<file path="src/rtl/rvpid_ram.sv">
`timescale 1ns / 1ps
module rvpid_ram #(
  parameter int WIDTH = 24,
  parameter int DEPTH = 100
) (
  input  logic                     clk,
  input  logic                     we,
  input  logic [$clog2(DEPTH)-1:0] waddr,
  input  logic [WIDTH-1:0]         wdata,
  input  logic [$clog2(DEPTH)-1:0] raddr,
  output logic [WIDTH-1:0]         rdata_r
);

  logic [WIDTH-1:0] mem_r [DEPTH];

  always_ff @(posedge clk) begin
    if (we) begin
      mem_r[waddr] <= wdata;
    end
    rdata_r <= mem_r[raddr];
  end

endmodule

</file>
<file path="config.mk">
export PLATFORM = sky130hd
export DESIGN_NAME = rvpid_ram
export DESIGN_NICKNAME = d
export VERILOG_FILES = /design/src/rtl/rvpid_ram.sv
export SDC_FILE = /design/constraint.sdc
export NUM_CORES = 2
export LEC_CHECK = 0
export BUFFER_PORTS_ARGS = -buffer_cell sky130_fd_sc_hd__buf_2
export CORE_UTILIZATION = 45
export DETAILED_ROUTE_END_ITERATION = 10
export PLACE_DENSITY_LB_ADDON = 0.15
export SKIP_CTS_REPAIR_TIMING = 1
export SLEW_MARGIN = 0
export SYNTH_ARGS = -nofsm -noshare
export SYNTH_HDL_FRONTEND = slang
export SYNTH_SLANG_ARGS = --single-unit
</file>
<file path="constraint.sdc">
create_clock -name clk -period 3.2 [get_ports clk]
set_input_delay 0.32 -clock clk [delete_from_list [all_inputs] [get_ports clk]]
set_output_delay 0.32 -clock clk [all_outputs]
set_load 0.05 [all_outputs]
</file>
==> impl_metrics.tcl <==
set metrics [dict create \
    seqPwrFrac_pct 53.6 \
    crit_path_max_fanout 1 \
    clock_path_buffers 3 \
    final-seq-area_um2 72550 \
    grt_max_degree 101 \
    fillers 15634 \
    powerDensity_nw_per_um2 611.9 \
    drive_gt1_share_pct 30.89 \
    critical-path-max-stage-delay_ns 0.91 \
    grt_pass1_wl_um 364800 \
    drcViolationCount 0 \
    p_leak_uw 0.03364 \
    hold_violations 0 \
    die_h_um 454.8 \
    syn_area_per_cell_um2 22.57 \
    route.layer.met1.wl_um 105200 \
    cp_data_arrival_time_ns 3.41 \
    clk_latency_ns 0.87 \
    num_rows 165 \
    dp_hpwl_um 156100 \
    setup_ws_ns 0.4839 \
    fin_area_um2 107100 \
    met3_length_um 17860 \
    ir_worst_vdd_v 0.0005573 \
    maxSlewViolCount 0 \
    cellInternalPower_uw 51230 \
    crit_slowest_cell "a211oi_1" \
    top_layer "met5" \
    worstSetupStartpointType "flip-flop" \
    outcome "finished clean" \
    clock_power_share_pct 40.9 \
    grt_overflow 0 \
    fin_crit_ns 2.716 \
    tritoncts "built" \
    min_path_type "input port to flip-flop" \
    die_x_um 454.8 \
    die_area_um2 206900 \
    power.switching_uw 14330 \
    async_reset_ff_share_pct 0 \
    worstSetupPathType "flip-flop to flip-flop" \
    io_buffer_count 63 \
    netlist_area_um2 92270 \
    synth.distinct_cells 56 \
    area_growth_pct 16.11 \
    ys.flop_type "edfxtp_1" \
    swShare_pct 21.85 \
    track_usage_pct 25.60 \
    nNetsFinal 4602 \
    cts_buffers 238 \
    period_share_pct 84.88 \
    yosys_register_bits 2424 \
    clk_pin_slew_ns 0.06 \
    crit_family "compound AO/OA/AOI/OAI gates" \
    syn_nets 4128 \
    firstDrtPassIters 5 \
    place_area_um2 99600 \
    gp_congestion 0.8394 \
    multi_input_area_um2 18950 \
    wl_per_cell_um 35.22 \
    p_comb_share_pct 5.5 \
    critPathRequiredTime_ns 3.90 \
    grt_pass1_vias 45719 \
    synth_edf_count 2400 \
    yosysSeqAreaShare_pct 78.62 \
    routed_wl_um 262300 \
    relSlewSlack_pct 17.27 \
    worstMarginPinSlew_ns 1.241 \
    core_um2 202900 \
    cts_max_level 4 \
    fin_cells 7449 \
    max_freq_mhz 368.2 \
    cp_num_buf_inv 1 \
    critPathCaptureType "flip-flop" \
    vias_per_cell 6.096 \
    root_buffer "clkbuf_16" \
    crit_path_cell_trace "mux4_2 > mux2i_1 > buf_4 > o311ai_0 > a211oi_1 > nor2_1" \
    fin_skew_ns 0.03413 \
    drv_cap 0 \
    dr.first_iter.drc_count 5352 \
    rsz0062_at_grt "false" \
    yosys_warnings 0 \
    wl_met2_um 129600 \
    cts_sinks 2424 \
    antenna_found_initial 14 \
    pre_cts_ws_ns -0.1578 \
    io_pins 64 \
    setup_viol 0 \
    start_util_pct 45.47 \
    vias 45410 \
    syn_inst 4088 \
    detail-route-antenna-nets 0 \
    place_inst 6986 \
]
-- routing by layer --
layer,track usage (%),up-vias
met5,0,-
met4,9.107,4
met3,3.644,360
met2,42.09,1899
met1,35.11,24717
li1,-,18430
-- stage by stage --
stage,setup TNS [ns],utilization [%],hold WS [ns],power (uW)
2_1_floorplan,0,-,0.4189,37550
4_1_cts,0,52.74,-0.1797,66050
6_report,0,52.80,0.03311,65560
5_1_grt,0,52.79,0.003915,67350
3_5_place_dp,-0.1578,49.08,0.7081,39480
3_3_place_gp,-0.2522,49.08,0.6917,39460
-- power by group through the flow --
stage,Clock [uW],Sequential [uW],Combinational [uW]
floorplan,0,35900,1640
global placement,0,35800,3620
detailed placement,0,35800,3640
CTS,27200,35200,3650
global route,28400,35100,3790
finish,26800,35200,3620
-- worst paths after layout --
check | depth (start not counted) | slack, ns | start | to
setup / recovery | 6 | 0.48 | mem_r[76][6]$_DFFE_PP_ | rdata_r[6]$_DFF_P_
hold / removal | 1 | 0.03 | wdata[4] | mem_r[63][4]$_DFFE_PP_
setup reg to reg | 6 | 0.48 | mem_r[76][6]$_DFFE_PP_ | rdata_r[6]$_DFF_P_
hold reg to reg | 4 | 0.74 | mem_r[88][22]$_DFFE_PP_ | rdata_r[22]$_DFF_P_
-- synthesized netlist by cell type (7+ instances only) --
master | count | area share, %
mux2i_1 | 122 | 1.3
a221o_1 | 7 | 0.076
a22o_1 | 8 | 0.076
o21ai_0 | 27 | 0.15
nand2_1 | 91 | 0.37
nor2_1 | 145 | 0.59
a31oi_1 | 24 | 0.16
a311oi_1 | 10 | 0.095
o22ai_1 | 23 | 0.16
a21oi_1 | 45 | 0.24
o21ai_1 | 14 | 0.076
clkbuf_1 | 81 | 0.33
buf_2 | 52 | 0.28
a211oi_1 | 18 | 0.15
mux4_2 | 580 | 14
buf_6 | 24 | 0.29
a22oi_1 | 145 | 1.2
nand2b_1 | 9 | 0.061
nor2b_1 | 28 | 0.19
nand4_1 | 11 | 0.075
dfxtp_1 | 24 | 0.52
edfxtp_1 | 2400 | 78
nand3_1 | 61 | 0.33
nor3_1 | 15 | 0.081
buf_4 | 40 | 0.33
buf_1 | 23 | 0.094
-- sequential cells by signal, indices dropped and copies added, names as in the netlist --
signal,count
mem_r,2400
rdata_r,24
-- cells in the final DEF (no fill, tap or decap), drive strengths merged, types with 6 or more instances in the layout --
cell,instances
nand2b,9
bufinv,12
buf,448
a22oi,145
a21oi,45
nand2,91
a221o,7
a211oi,18
nand4,11
a22o,8
clkbuf,309
a311oi,10
a31oi,24
clkinv,115
nor2b,28
o22ai,23
nor4,6
mux4,580
nor3,15
o21ai,41
nand3,61
dlygate4sd3,8
diode,12
edfxtp,2400
nor2,145
inv,8
mux2i,122
dfxtp,24
-- cell families after synthesis --
| kind of cell | after synthesis | synth area share (%) |
|---|---|---|
| buffers and inverters | 225 | 1.357 |
| and+or+nand+nor | 386 | 1.897 |
| muxes | 704 | 15.50 |
| AOI/OAI and AO/OA | 349 | 2.617 |
| DFF | 2424 | 78.62 |
-- final cells by class --
type,instances,area share [%]
flip-flops and latches,2424,67.71
clock buffers,309,5.901
multi-input cells,1439,17.69
well taps,2672,3.120
clock inverters,134,1.039
repair buffers,456,4.497
inverters,3,0.01051
diodes,12,0.02803
No activity file was read; power rests on OpenSTA's default activity.
