**src/rtl/rvpid_pkg.sv**
```systemverilog
`timescale 1ns / 1ps
package rvpid_pkg;

  localparam int CNT_W      = 12;
  localparam int DELTA_W    = 12;
  localparam int VEL_W      = 24;
  localparam int SPD_W      = 24;
  localparam int ACCEL_W    = 20;
  localparam int DIST_W     = 32;
  localparam int WIN_W      = 31;
  localparam int GAIN_W     = 24;
  localparam int ERR_W      = 26;
  localparam int EWS_W      = 28;
  localparam int AVG_W      = 32;
  localparam int ACC_W      = 40;
  localparam int ACC_SUM_W  = ACC_W + 2;
  localparam int MUL_A_W    = GAIN_W + 1;
  localparam int MUL_B_W    = 28;
  localparam int MUL_P_W    = MUL_A_W + MUL_B_W;
  localparam int SUM_W      = MUL_P_W + 3;
  localparam int PID_SHIFT  = 16;
  localparam int DUTY_W     = 12;
  localparam int MEAN_W     = 16;
  localparam int MEAN_IN_W  = AVG_W - 8;
  localparam int STAGE_W    = 2;
  localparam int ZT_W       = 3;
  localparam int CFG_IDX_W  = 3;
  localparam int CFG_DATA_W = 32;

  localparam int ERROR_TAPS            = 4;
  localparam int DEFAULT_AVERAGE_DEPTH = 100;

  localparam int VEL_PER_COUNT = 4191;
  localparam int PID_LIMIT     = 8995;
  localparam int ZERO_TICKS_MAX = 3;

  localparam logic signed [MUL_P_W-1:0] I_LIMIT = MUL_P_W'(64'sd5 <<< 24);
  localparam logic signed [ACC_W-1:0]   ACC_LIMIT = ACC_W'(PID_LIMIT * 256);
  localparam logic signed [ACC_W-1:0]   ACC_MAX = {1'b0, {(ACC_W-1){1'b1}}};
  localparam logic signed [ACC_W-1:0]   ACC_MIN = {1'b1, {(ACC_W-1){1'b0}}};

  localparam logic [GAIN_W-1:0]  GAIN_P_RST = '0;
  localparam logic [GAIN_W-1:0]  GAIN_I_RST = GAIN_W'(1);
  localparam logic [GAIN_W-1:0]  GAIN_D_RST = '0;
  localparam logic [ACCEL_W-1:0] ACCEL_RST  = ACCEL_W'(845);

  localparam logic [STAGE_W-1:0] STAGE_RUN  = 2'd0;
  localparam logic [STAGE_W-1:0] STAGE_ZERO = 2'd1;
  localparam logic [STAGE_W-1:0] STAGE_SLOW = 2'd2;

  typedef enum logic [CFG_IDX_W-1:0] {
    REG_GAIN_P   = 3'd0,
    REG_GAIN_I   = 3'd1,
    REG_GAIN_D   = 3'd2,
    REG_ACCEL    = 3'd3,
    REG_TARGET   = 3'd4,
    REG_WINDOW   = 3'd5,
    REG_CRUISE   = 3'd6,
    REG_DECEL    = 3'd7
  } reg_idx_t;

  typedef struct packed {
    logic [CNT_W-1:0] encoder_count;
    logic             drive_enable;
  } in_beat_t;

  typedef struct packed {
    logic [DUTY_W-1:0]        duty;
    logic                     forward;
    logic signed [MEAN_W-1:0] speed_now;
    logic signed [MEAN_W-1:0] speed_mean;
    logic signed [DIST_W-1:0] distance_left;
    logic [STAGE_W-1:0]       stop_stage;
    logic                     motion_done;
  } out_beat_t;

endpackage

```
**src/rtl/rvpid_mul.sv**
```systemverilog
`timescale 1ns / 1ps
module rvpid_mul import rvpid_pkg::*; (
  input  logic                      clk,
  input  logic signed [MUL_A_W-1:0] a,
  input  logic signed [MUL_B_W-1:0] b,
  output logic signed [MUL_P_W-1:0] p_r
);

  always_ff @(posedge clk) begin
    p_r <= a * b;
  end

endmodule

```
**config.mk**
```make
export PLATFORM = sky130hd
export DESIGN_NAME = rvpid_mul
export DESIGN_NICKNAME = d
export VERILOG_FILES = /design/src/rtl/rvpid_pkg.sv /design/src/rtl/rvpid_mul.sv
export SDC_FILE = /design/constraint.sdc
export NUM_CORES = 2
export LEC_CHECK = 0
export BUFFER_PORTS_ARGS = -buffer_cell sky130_fd_sc_hd__buf_4
export CAP_MARGIN = 5
export CORE_MARGIN = 5
export CORE_UTILIZATION = 66
export DETAILED_ROUTE_END_ITERATION = 7
export GPL_ROUTABILITY_DRIVEN = 1
export PLACE_DENSITY = 0.84
export SYNTH_ARGS = -nofsm -noshare
export SYNTH_HDL_FRONTEND = slang
export SYNTH_SLANG_ARGS = --single-unit
```
**constraint.sdc**
```tcl
create_clock -name clk -period 9.6 [get_ports clk]
set_input_delay 1.44 -clock clk [delete_from_list [all_inputs] [get_ports clk]]
set_output_delay 1.44 -clock clk [all_outputs]
set_load 0.01 [all_outputs]
```
==> summary.md <==
| Metric | Value |
|---|---|
| Status | finished clean |
| CTS tree | yes |
| Clk slew on worst S/H paths | 0.08 ns |
| Total CTS buffers | 5 |
| Final Max Tran Viols | 0 |
| CP most frequent cell | fa_1 |
| Longest Clk Path Bufs | 2 |
| Row Count | 73 |
| Avg Inst Size Synth | between 9 and 10 µm² |
| Cell count after synthesis | 2,789 |
| Initial antenna violation count | 0 |
| Post-synth top cells | fa_1 (727), inv_1 (702), and2_1 (354) |
| Layout cells sized above 1 | under 10% |
| Vias per cell | roughly 5.8 |
| ANT cells | 0 |
| Post-synth ARST share | 0% |
| Post-synth EDFFs | 0 |
| Clock root cell | clkbuf_16 |
| Relative slew slack | 42.5% |
| Slowest stage delay, CP | 0.86 ns |
| Worst hold margin | about 1.6 ns |
| Layout Nets | approximately 3.7k |
| CP max stage cell | fa_1 |
| Yosys cell types | 60 |
| Worst path cell trace | buf_4 -> nand2_1 -> inv_1 -> fa_1 -> inv_1 -> fa_1 -> inv_1 -> fa_1 -> fa_1 -> fa_1 -> fa_1 -> fa_1 -> ha_1 -> a21oi_1 -> o21bai_1 -> a21o_1 -> a221oi_1 -> o21ai_0 -> o2111a_2 -> a21oi_1 -> xnor2_1 |
| Regs by FF count | p_r: 53 flops |
| Initial Util | approximately 66% |
| Die footprint | approximately 44,000 µm² |
| Max-Cap Viols | 0 |
| I/O Pins | around 110 |
| Post CTS Setup Buffer Count | 0 |
| Largest delay share family, worst path | adder cells |
| Dpl ws | between 0.4 and 0.5 ns |
| Routed len/inst | between 20 and 25 µm |
| Global-route wire length before repair | ~110,000 µm |
| Synth area leaders | fa_1 (55%), inv_1 (10%), and2_1 (8.4%) |
| Mapped Nets | between 3k and 4k |
| GRT Total Usage | approximately 33% |
| Worst hold path class | input port to flop |
| DRC Markers | 0 |
| Core Region | slightly below 40,000 µm² |
| Drt total wl | roughly 69,000 µm |
| Gpl congestion | 0.964 |
| Die W | between 200 and 250 µm |
| Yosys top cell area share | 55.3% |
| Fmax achieved | around 110 MHz |
| Worst EP arrival | around 9.1 ns |
| RSZ-0062 raised after global routing | false |
| Setup tns final | 0 ns |
| Via Count | approximately 19k |
| Maximum fanout along the worst path | 28 |
| Final ANT Viol Nets | 0 |
| WS Path Type | input port to flop |
| End of the worst hold path | p_r[0]$_DFF_P_ |
| Endpoints failing setup | 0 |
| Vias in the first global route | about 22k |
| H-tree depth | 2 |
| Initial DRC Count | around 1.6k |
| Clock Sinks | 53 |
| DP HPWL | about 56,000 µm |
| Slew @ Worst Pin | 0.856 ns |
| IO buf count | ~110 |
| Die height | between 200 and 250 µm |
| Largest reg by FF count | p_r |
| Yosys warns | 0 |
| Grt ovf | 0 |
| Pin count of the biggest net entering global routing | 29 |
| Area grow syn2layout | 4.37% |
| Req. time, crit path | 9.87 ns |
| Dominant cell type by area after synthesis | fa_1 |
| Synth Cell Area | 26,300 µm² |
| Max reg flops | 53 |
| Final WS setup | ~0.8 ns |
| Tmin final | around 8.8 ns |
| Sequential fraction of the synthesis area | around 4.0% |
| Buf/Inv on CP | 4 |
| Worst setup EP type | flop |
| Hold buffers post-CTS | 0 |
| Most frequent cell after synthesis | fa_1 |
| Period utilization | approximately nine tenths |
| Ys flop type | dfxtp_1 |
| Hold Fails Final Rpt | 0 |
| Hold Path Stages | 2 |
| FF+latch count, synth | 53 |
| Pre-antenna DRT Iters | 5 |
| Hold Startpoint | b[0] |
| Critical path startpoint category | input port |
| Cts repair resizes | 0 |
==> kinds of logic (layout without fill, tap and decap cells) <==
group | Yosys count | count (layout) | share of synthesized area (%)
and+or+nand+nor | 803 | 803 | 15.5
xor gates and xnor gates | 58 | 58 | 1.93
AOI/OAI and AO/OA | 166 | 166 | 4.34
DFF | 53 | 53 | 4.03
adders and majority gates | 874 | 874 | 62.3
buffers and inverters | 835 | 823 | 11.9
==> area by class of cell <==
type                            instances  area (µm²)
Multi-Input combinational cell       1901       22100
Fill cell                            3016       12200
Inverter                              702        2640
Sequential cell                        53        1060
Timing Repair Buffer                  113         848
Tap cell                              525         657
Clock buffer                            5         125
Clock inverter                          3        25.0
==> stage by stage <==
step | instances | utilization (%) | area, µm²
after floorplan | 2789 | - | 26300
after global placement | 3294 | 68.9 | 27300
after CTS | 3302 | 69.3 | 27500
after detailed placement | 3294 | 68.9 | 27300
final | 3302 | 69.3 | 27500
after global routing | 3302 | 69.3 | 27500
==> placed cells by master (no fill, tap or decap), drive strengths merged, types with 4 or more instances in the layout <==
| master | synthesis | final |
|---|---|---|
| a21o | 29 | 29 |
| a21oi | 57 | 57 |
| a31oi | 4 | 4 |
| and2 | 354 | 354 |
| and3 | 7 | 7 |
| buf | 2 | 113 |
| clkbuf | 131 | 5 |
| dfxtp | 53 | 53 |
| fa | 727 | 727 |
| ha | 147 | 147 |
| inv | 702 | 703 |
| nand2 | 345 | 345 |
| nand2b | 12 | 12 |
| nand3 | 6 | 6 |
| nand4 | 11 | 11 |
| nor2 | 44 | 44 |
| nor2b | 5 | 5 |
| nor3 | 7 | 7 |
| o2111ai | 4 | 4 |
| o211ai | 7 | 7 |
| o21a | 4 | 4 |
| o21ai | 24 | 24 |
| o21bai | 9 | 9 |
| xnor2 | 38 | 38 |
| xor2 | 20 | 20 |
==> layer usage <==
| layer | up-vias | track usage, % | part of all wire, % |
|---|---|---|---|
| met3 | 288 | 7.43 | 9.4 |
| met5 | - | 0 | 0 |
| met4 | 0 | 16.0 | 5.5 |
| li1 | 7958 | - | - |
| met1 | 9761 | 39.9 | 35 |
| met2 | 1000 | 55.4 | 50 |
==> how the worst max path moves through the flow <==
stage                     slack [ns]         endpoint  cells past startpoint  startpoint
final                           0.80  p_r[46]$_DFF_P_                     21        a[1]
after global routing            0.49  p_r[46]$_DFF_P_                     21        a[1]
after CTS                       0.79  p_r[46]$_DFF_P_                     21        a[1]
after detailed placement        0.49  p_r[46]$_DFF_P_                     21        a[1]
after global placement          0.47  p_r[50]$_DFF_P_                     20        a[1]
after floorplan                 1.61  p_r[31]$_DFF_P_                     25        a[4]
Power is left out: the tool's default activity adds up to more than one toggle a clock period on the data nets, which glitch-free logic cannot reach.
