`config.mk`:
```
export PLATFORM = sky130hd
export DESIGN_NAME = rvpid_div
export DESIGN_NICKNAME = d
export VERILOG_FILES = /design/src/rtl/rvpid_pkg.sv /design/src/rtl/rvpid_div.sv
export SDC_FILE = /design/constraint.sdc
export NUM_CORES = 1
export LEC_CHECK = 0
export BUFFER_PORTS_ARGS = -buffer_cell sky130_fd_sc_hd__clkbuf_2
export CORE_ASPECT_RATIO = 1.25
export CORE_MARGIN = 5
export CORE_UTILIZATION = 34
export DETAILED_ROUTE_END_ITERATION = 8
export PLACE_DENSITY = 0.95
export SLEW_MARGIN = 20
export SYNTH_ARGS = -nofsm -noshare
export SYNTH_HDL_FRONTEND = slang
export SYNTH_SLANG_ARGS = --single-unit
```
`constraint.sdc`:
```
create_clock -name vclk -period 3.6
set_clock_uncertainty 0.1 [all_clocks]
set_input_delay 0.72 -clock vclk [all_inputs]
set_output_delay 0.72 -clock vclk [all_outputs]
set_load 0.02 [all_outputs]
```
`src/rtl/rvpid_pkg.sv`:
```
`timescale 1ns / 1ps
package rvpid_pkg;

  localparam int CNT_W      = 12;
  localparam int DELTA_W    = 12;
  localparam int VEL_W      = 24;
  localparam int SPD_W      = 24;
  localparam int ACCEL_W    = 20;
  localparam int DIST_W     = 32;
  localparam int WIN_W      = 31;
  localparam int GAIN_W     = 24;
  localparam int ERR_W      = 26;
  localparam int EWS_W      = 28;
  localparam int AVG_W      = 32;
  localparam int ACC_W      = 40;
  localparam int ACC_SUM_W  = ACC_W + 2;
  localparam int MUL_A_W    = GAIN_W + 1;
  localparam int MUL_B_W    = 28;
  localparam int MUL_P_W    = MUL_A_W + MUL_B_W;
  localparam int SUM_W      = MUL_P_W + 3;
  localparam int PID_SHIFT  = 16;
  localparam int DUTY_W     = 12;
  localparam int MEAN_W     = 16;
  localparam int MEAN_IN_W  = AVG_W - 8;
  localparam int STAGE_W    = 2;
  localparam int ZT_W       = 3;
  localparam int CFG_IDX_W  = 3;
  localparam int CFG_DATA_W = 32;

  localparam int ERROR_TAPS            = 4;
  localparam int DEFAULT_AVERAGE_DEPTH = 100;

  localparam int VEL_PER_COUNT = 4191;
  localparam int PID_LIMIT     = 8995;
  localparam int ZERO_TICKS_MAX = 3;

  localparam logic signed [MUL_P_W-1:0] I_LIMIT = MUL_P_W'(64'sd5 <<< 24);
  localparam logic signed [ACC_W-1:0]   ACC_LIMIT = ACC_W'(PID_LIMIT * 256);
  localparam logic signed [ACC_W-1:0]   ACC_MAX = {1'b0, {(ACC_W-1){1'b1}}};
  localparam logic signed [ACC_W-1:0]   ACC_MIN = {1'b1, {(ACC_W-1){1'b0}}};

  localparam logic [GAIN_W-1:0]  GAIN_P_RST = '0;
  localparam logic [GAIN_W-1:0]  GAIN_I_RST = GAIN_W'(1);
  localparam logic [GAIN_W-1:0]  GAIN_D_RST = '0;
  localparam logic [ACCEL_W-1:0] ACCEL_RST  = ACCEL_W'(845);

  localparam logic [STAGE_W-1:0] STAGE_RUN  = 2'd0;
  localparam logic [STAGE_W-1:0] STAGE_ZERO = 2'd1;
  localparam logic [STAGE_W-1:0] STAGE_SLOW = 2'd2;

  typedef enum logic [CFG_IDX_W-1:0] {
    REG_GAIN_P   = 3'd0,
    REG_GAIN_I   = 3'd1,
    REG_GAIN_D   = 3'd2,
    REG_ACCEL    = 3'd3,
    REG_TARGET   = 3'd4,
    REG_WINDOW   = 3'd5,
    REG_CRUISE   = 3'd6,
    REG_DECEL    = 3'd7
  } reg_idx_t;

  typedef struct packed {
    logic [CNT_W-1:0] encoder_count;
    logic             drive_enable;
  } in_beat_t;

  typedef struct packed {
    logic [DUTY_W-1:0]        duty;
    logic                     forward;
    logic signed [MEAN_W-1:0] speed_now;
    logic signed [MEAN_W-1:0] speed_mean;
    logic signed [DIST_W-1:0] distance_left;
    logic [STAGE_W-1:0]       stop_stage;
    logic                     motion_done;
  } out_beat_t;

endpackage

```
`src/rtl/rvpid_div.sv`:
```
`timescale 1ns / 1ps
module rvpid_div import rvpid_pkg::*; #(
  parameter int DEPTH = DEFAULT_AVERAGE_DEPTH
) (
  input  logic signed [MEAN_IN_W-1:0] y,
  input  logic signed [MUL_P_W-1:0]   p,
  output logic signed [MUL_A_W-1:0]   u,
  output logic signed [MUL_B_W-1:0]   m,
  output logic signed [MEAN_W-1:0]    q
);

  // largest integer speed magnitude; |y| never exceeds DEPTH times this
  localparam longint QB    = longint'(VEL_PER_COUNT) * 1024 / 256;
  localparam longint U_MAX = 2 * longint'(DEPTH) * QB;
  localparam int     SH    = $clog2(U_MAX * longint'(DEPTH));
  localparam longint RECIP = ((longint'(1) <<< SH) + longint'(DEPTH) - 1) / longint'(DEPTH);

  // bias y by DEPTH*QB so the reciprocal multiply sees a nonnegative operand,
  // then remove QB from the quotient; gives floor(y / DEPTH)
  assign u = {{(MUL_A_W-MEAN_IN_W){y[MEAN_IN_W-1]}}, y} + MUL_A_W'(longint'(DEPTH) * QB);
  assign m = MUL_B_W'(RECIP);
  assign q = MEAN_W'((p >>> SH) - MUL_P_W'(QB));

endmodule

```
==> implementation parameters <==
Parameter                              Value

Setup path
  Class of the most critical setup path    in -> out
  Worst Path Max Fanout    7
  Arrival @ worst endpoint    2.30 ns
  Required time at the worst-slack endpoint    2.78 ns
  Worst Setup End Kind    output pin
  Startpoint kind of the worst setup timing path    primary input
  Largest stage delay, worst path    0.45 ns
  Cell breakdown of the critical path    clkbuf_2 > inv_1 > ha_1 > nand2b_4 > a311o_1 > a31oi_1 > xor2_1 > clkbuf_2
  Worst-path cell with the longest stage delay    a311o_1
  Library cell appearing most often on the critical path    clkbuf_2

Hold path
  Classification of the worst-slack hold path    in -> out

Logic synthesis
  Synth cell count leaders    buf_4, xnor2_1, nand2_1, xor2_1
  Combinational family with the most area after synthesis    buffers and inverters
  Post-synth top area share    25.7%
  Library cell with the largest summed area after synthesis    buf_4
  Avg Inst Size Synth    6.90 sq um
  Xor/xnor cell area share of the yosys netlist    21.2%
  Yosys cell types    39
  Largest cells by area after synthesis    buf_4, xnor2_1, xor2_1
  Post-synthesis compound-gate area fraction    21.3%
  Mapped Cells    144
  Proportion of synthesized chip area in sequential cells    0%
  Mapped cell area    993 sq um
  Multiplexer share of the synthesized area    0%
  Warning count from the yosys run    0
  Adder and majority gate portion of the synthesized area    2.52%
  Synth Area in Simple Gates    25.4%
  Cell with the most instances after synthesis    buf_4

Detailed routing
  Post-route DRC violation count    0
  Wirelength, routed    2.82 mm
  Routed wirelength normalized by instance count    11.8 um
  Via density per instance    4.97
  Detailed Routing Iterations Pass 1    4
  Detailed-route via count    1189
  DR iter-0 viols    34
  Number of antenna-violating nets in the routed design    0

STA
  Final hold violation count    0
  Fin crit period    3.12 ns
  Achievable clock frequency    0.321 GHz
  Slew Limit Fails    0
  Final worst hold slack    1.34 ns
  Final worst-path setup slack    0.480 ns
  Unrepaired setup endpoints after global routing    false
  Final period utilization    86.7%
  Sum Neg Setup Slack    0 ns
  Total of endpoints with negative setup slack in the final report    0

Layout
  Share of post-route cells with drive strength above 1    37.9%
  Net count reported at finish    284
  Share of the core filled with cells in the final layout    42.7%
  Sequential cell area in the final layout    0 sq um
  Count of antenna diodes in the layout    0
  Layout clock buffers    0
  Sequential cells    0
  Area grow syn2layout    22.9%
  Fill cell total of the finished layout    309

Pwr
  Clk pwr share    0%
  Internal Pwr Total    71.8 uW
  Switching power    148 uW
  Seq pwr share    0%
  Switching portion of total power    67.3%
  Static leakage    0.627 nW
  Maximum vdd drop    0.112 mV
  Power share of the combinational group    100.0%
  PwrDens    180 mW/mm^2
  PnR Total Power    220 uW

Placement
  Last weighted congestion value of the routability-driven placer    0.850
  HPWL Detailed    2.52 mm
  Buffers on Ports    69
  Place WS    0.473 ns

GRT
  Maximum number of pins on one net before global-route repair    9
  Initial antenna violation count    0
  Overall global routing resource usage    12.2%
  Vias in the first global route    1097
  Final global-route overflow total    0
  Global-route wire length before repair    4.32 mm

Floorplan
  Core Rows    22
  Core Footprint    0.00286 sq mm
  Ports placed on the boundary    146
  Die height    70.4 um
  Die area    0.00411 sq mm
  Die span in x    58.4 um
  Starting Density    34.7%

Job
  Count of max-cap constraint violations    0

Clock tree
  Count of hold buffers inserted by post-cts repair    0
  Postcts setup bufs    0
  Number of gates resized after cts    0

Status
  Outcome    finished, final reports clean
## placed cells by master (no fill, tap or decap), drive strengths merged, types with 2 or more instances in the layout
master / n
a211oi: 3
a21oi: 6
a311oi: 2
a31oi: 4
and2: 3
clkbuf: 69
conb: 28
ha: 2
inv: 5
nand2: 11
nand2b: 2
nand3: 6
nand3b: 2
nand4: 4
nor2: 4
nor3: 2
nor4: 3
o211ai: 2
o21ai: 6
or3: 4
xnor2: 13
xor2: 11
## critical path, delay by kind of cell
kind | cells | cell delay [ns]
buffers and inverters | 3 | 0.37
adder cells (fa/ha/maj) | 1 | 0.22
XOR/XNOR | 1 | 0.20
AND/OR/NAND/NOR | 1 | 0.08
AO/OA/AOI/OAI | 2 | 0.70
## area by class of cell
| class | count | area, sq um | area share (%) |
|---|---|---|---|
| timing repair buffer | 70 | 353 | 28.9 |
| tap | 36 | 45.0 | 3.69 |
| multi-input combinational | 128 | 805 | 65.9 |
| inverter | 5 | 18.8 | 1.54 |
## through the flow
step,cell area (sq um),std cells
3_5_place_dp,1220,239
4_1_cts,1220,239
5_1_grt,1220,239
3_3_place_gp,1220,239
2_1_floorplan,1090,170
6_report,1220,239
## power groups by stage
stage | Sequential (mW) | Clock [mW] | Combinational (mW)
CTS | 0 | 0 | 0.220
finish | 0 | 0 | 0.220
global placement | 0 | 0 | 0.215
global route | 0 | 0 | 0.237
floorplan | 0 | 0 | 0.172
detailed placement | 0 | 0 | 0.219
## routing by layer
layer | wire, um | GRT usage [%] | share of wire [%] | vias to the layer above
li1 | - | - | - | 565
met1 | 955 | 12.2 | 34 | 537
met5 | 0 | 0 | 0 | -
met2 | 1430 | 24.5 | 51 | 81
met3 | 400 | 2.77 | 14 | 6
met4 | 35 | 2.06 | 1.2 | 0
## worst paths after layout
check              from     to  depth (start not counted)
setup / recovery   y[4]  u[16]                          8
hold / removal    p[29]   q[0]                          0
## cells by family after synthesis
| logic type | count (synthesis) |
|---|---|
| other | 2 |
| adders and majority gates | 2 |
| and+or+nand+nor | 44 |
| xor gates and xnor gates | 24 |
| buffers and inverters | 42 |
| AOI/OAI and AO/OA | 30 |
Note: power is estimated with default switching activity, not from simulation.
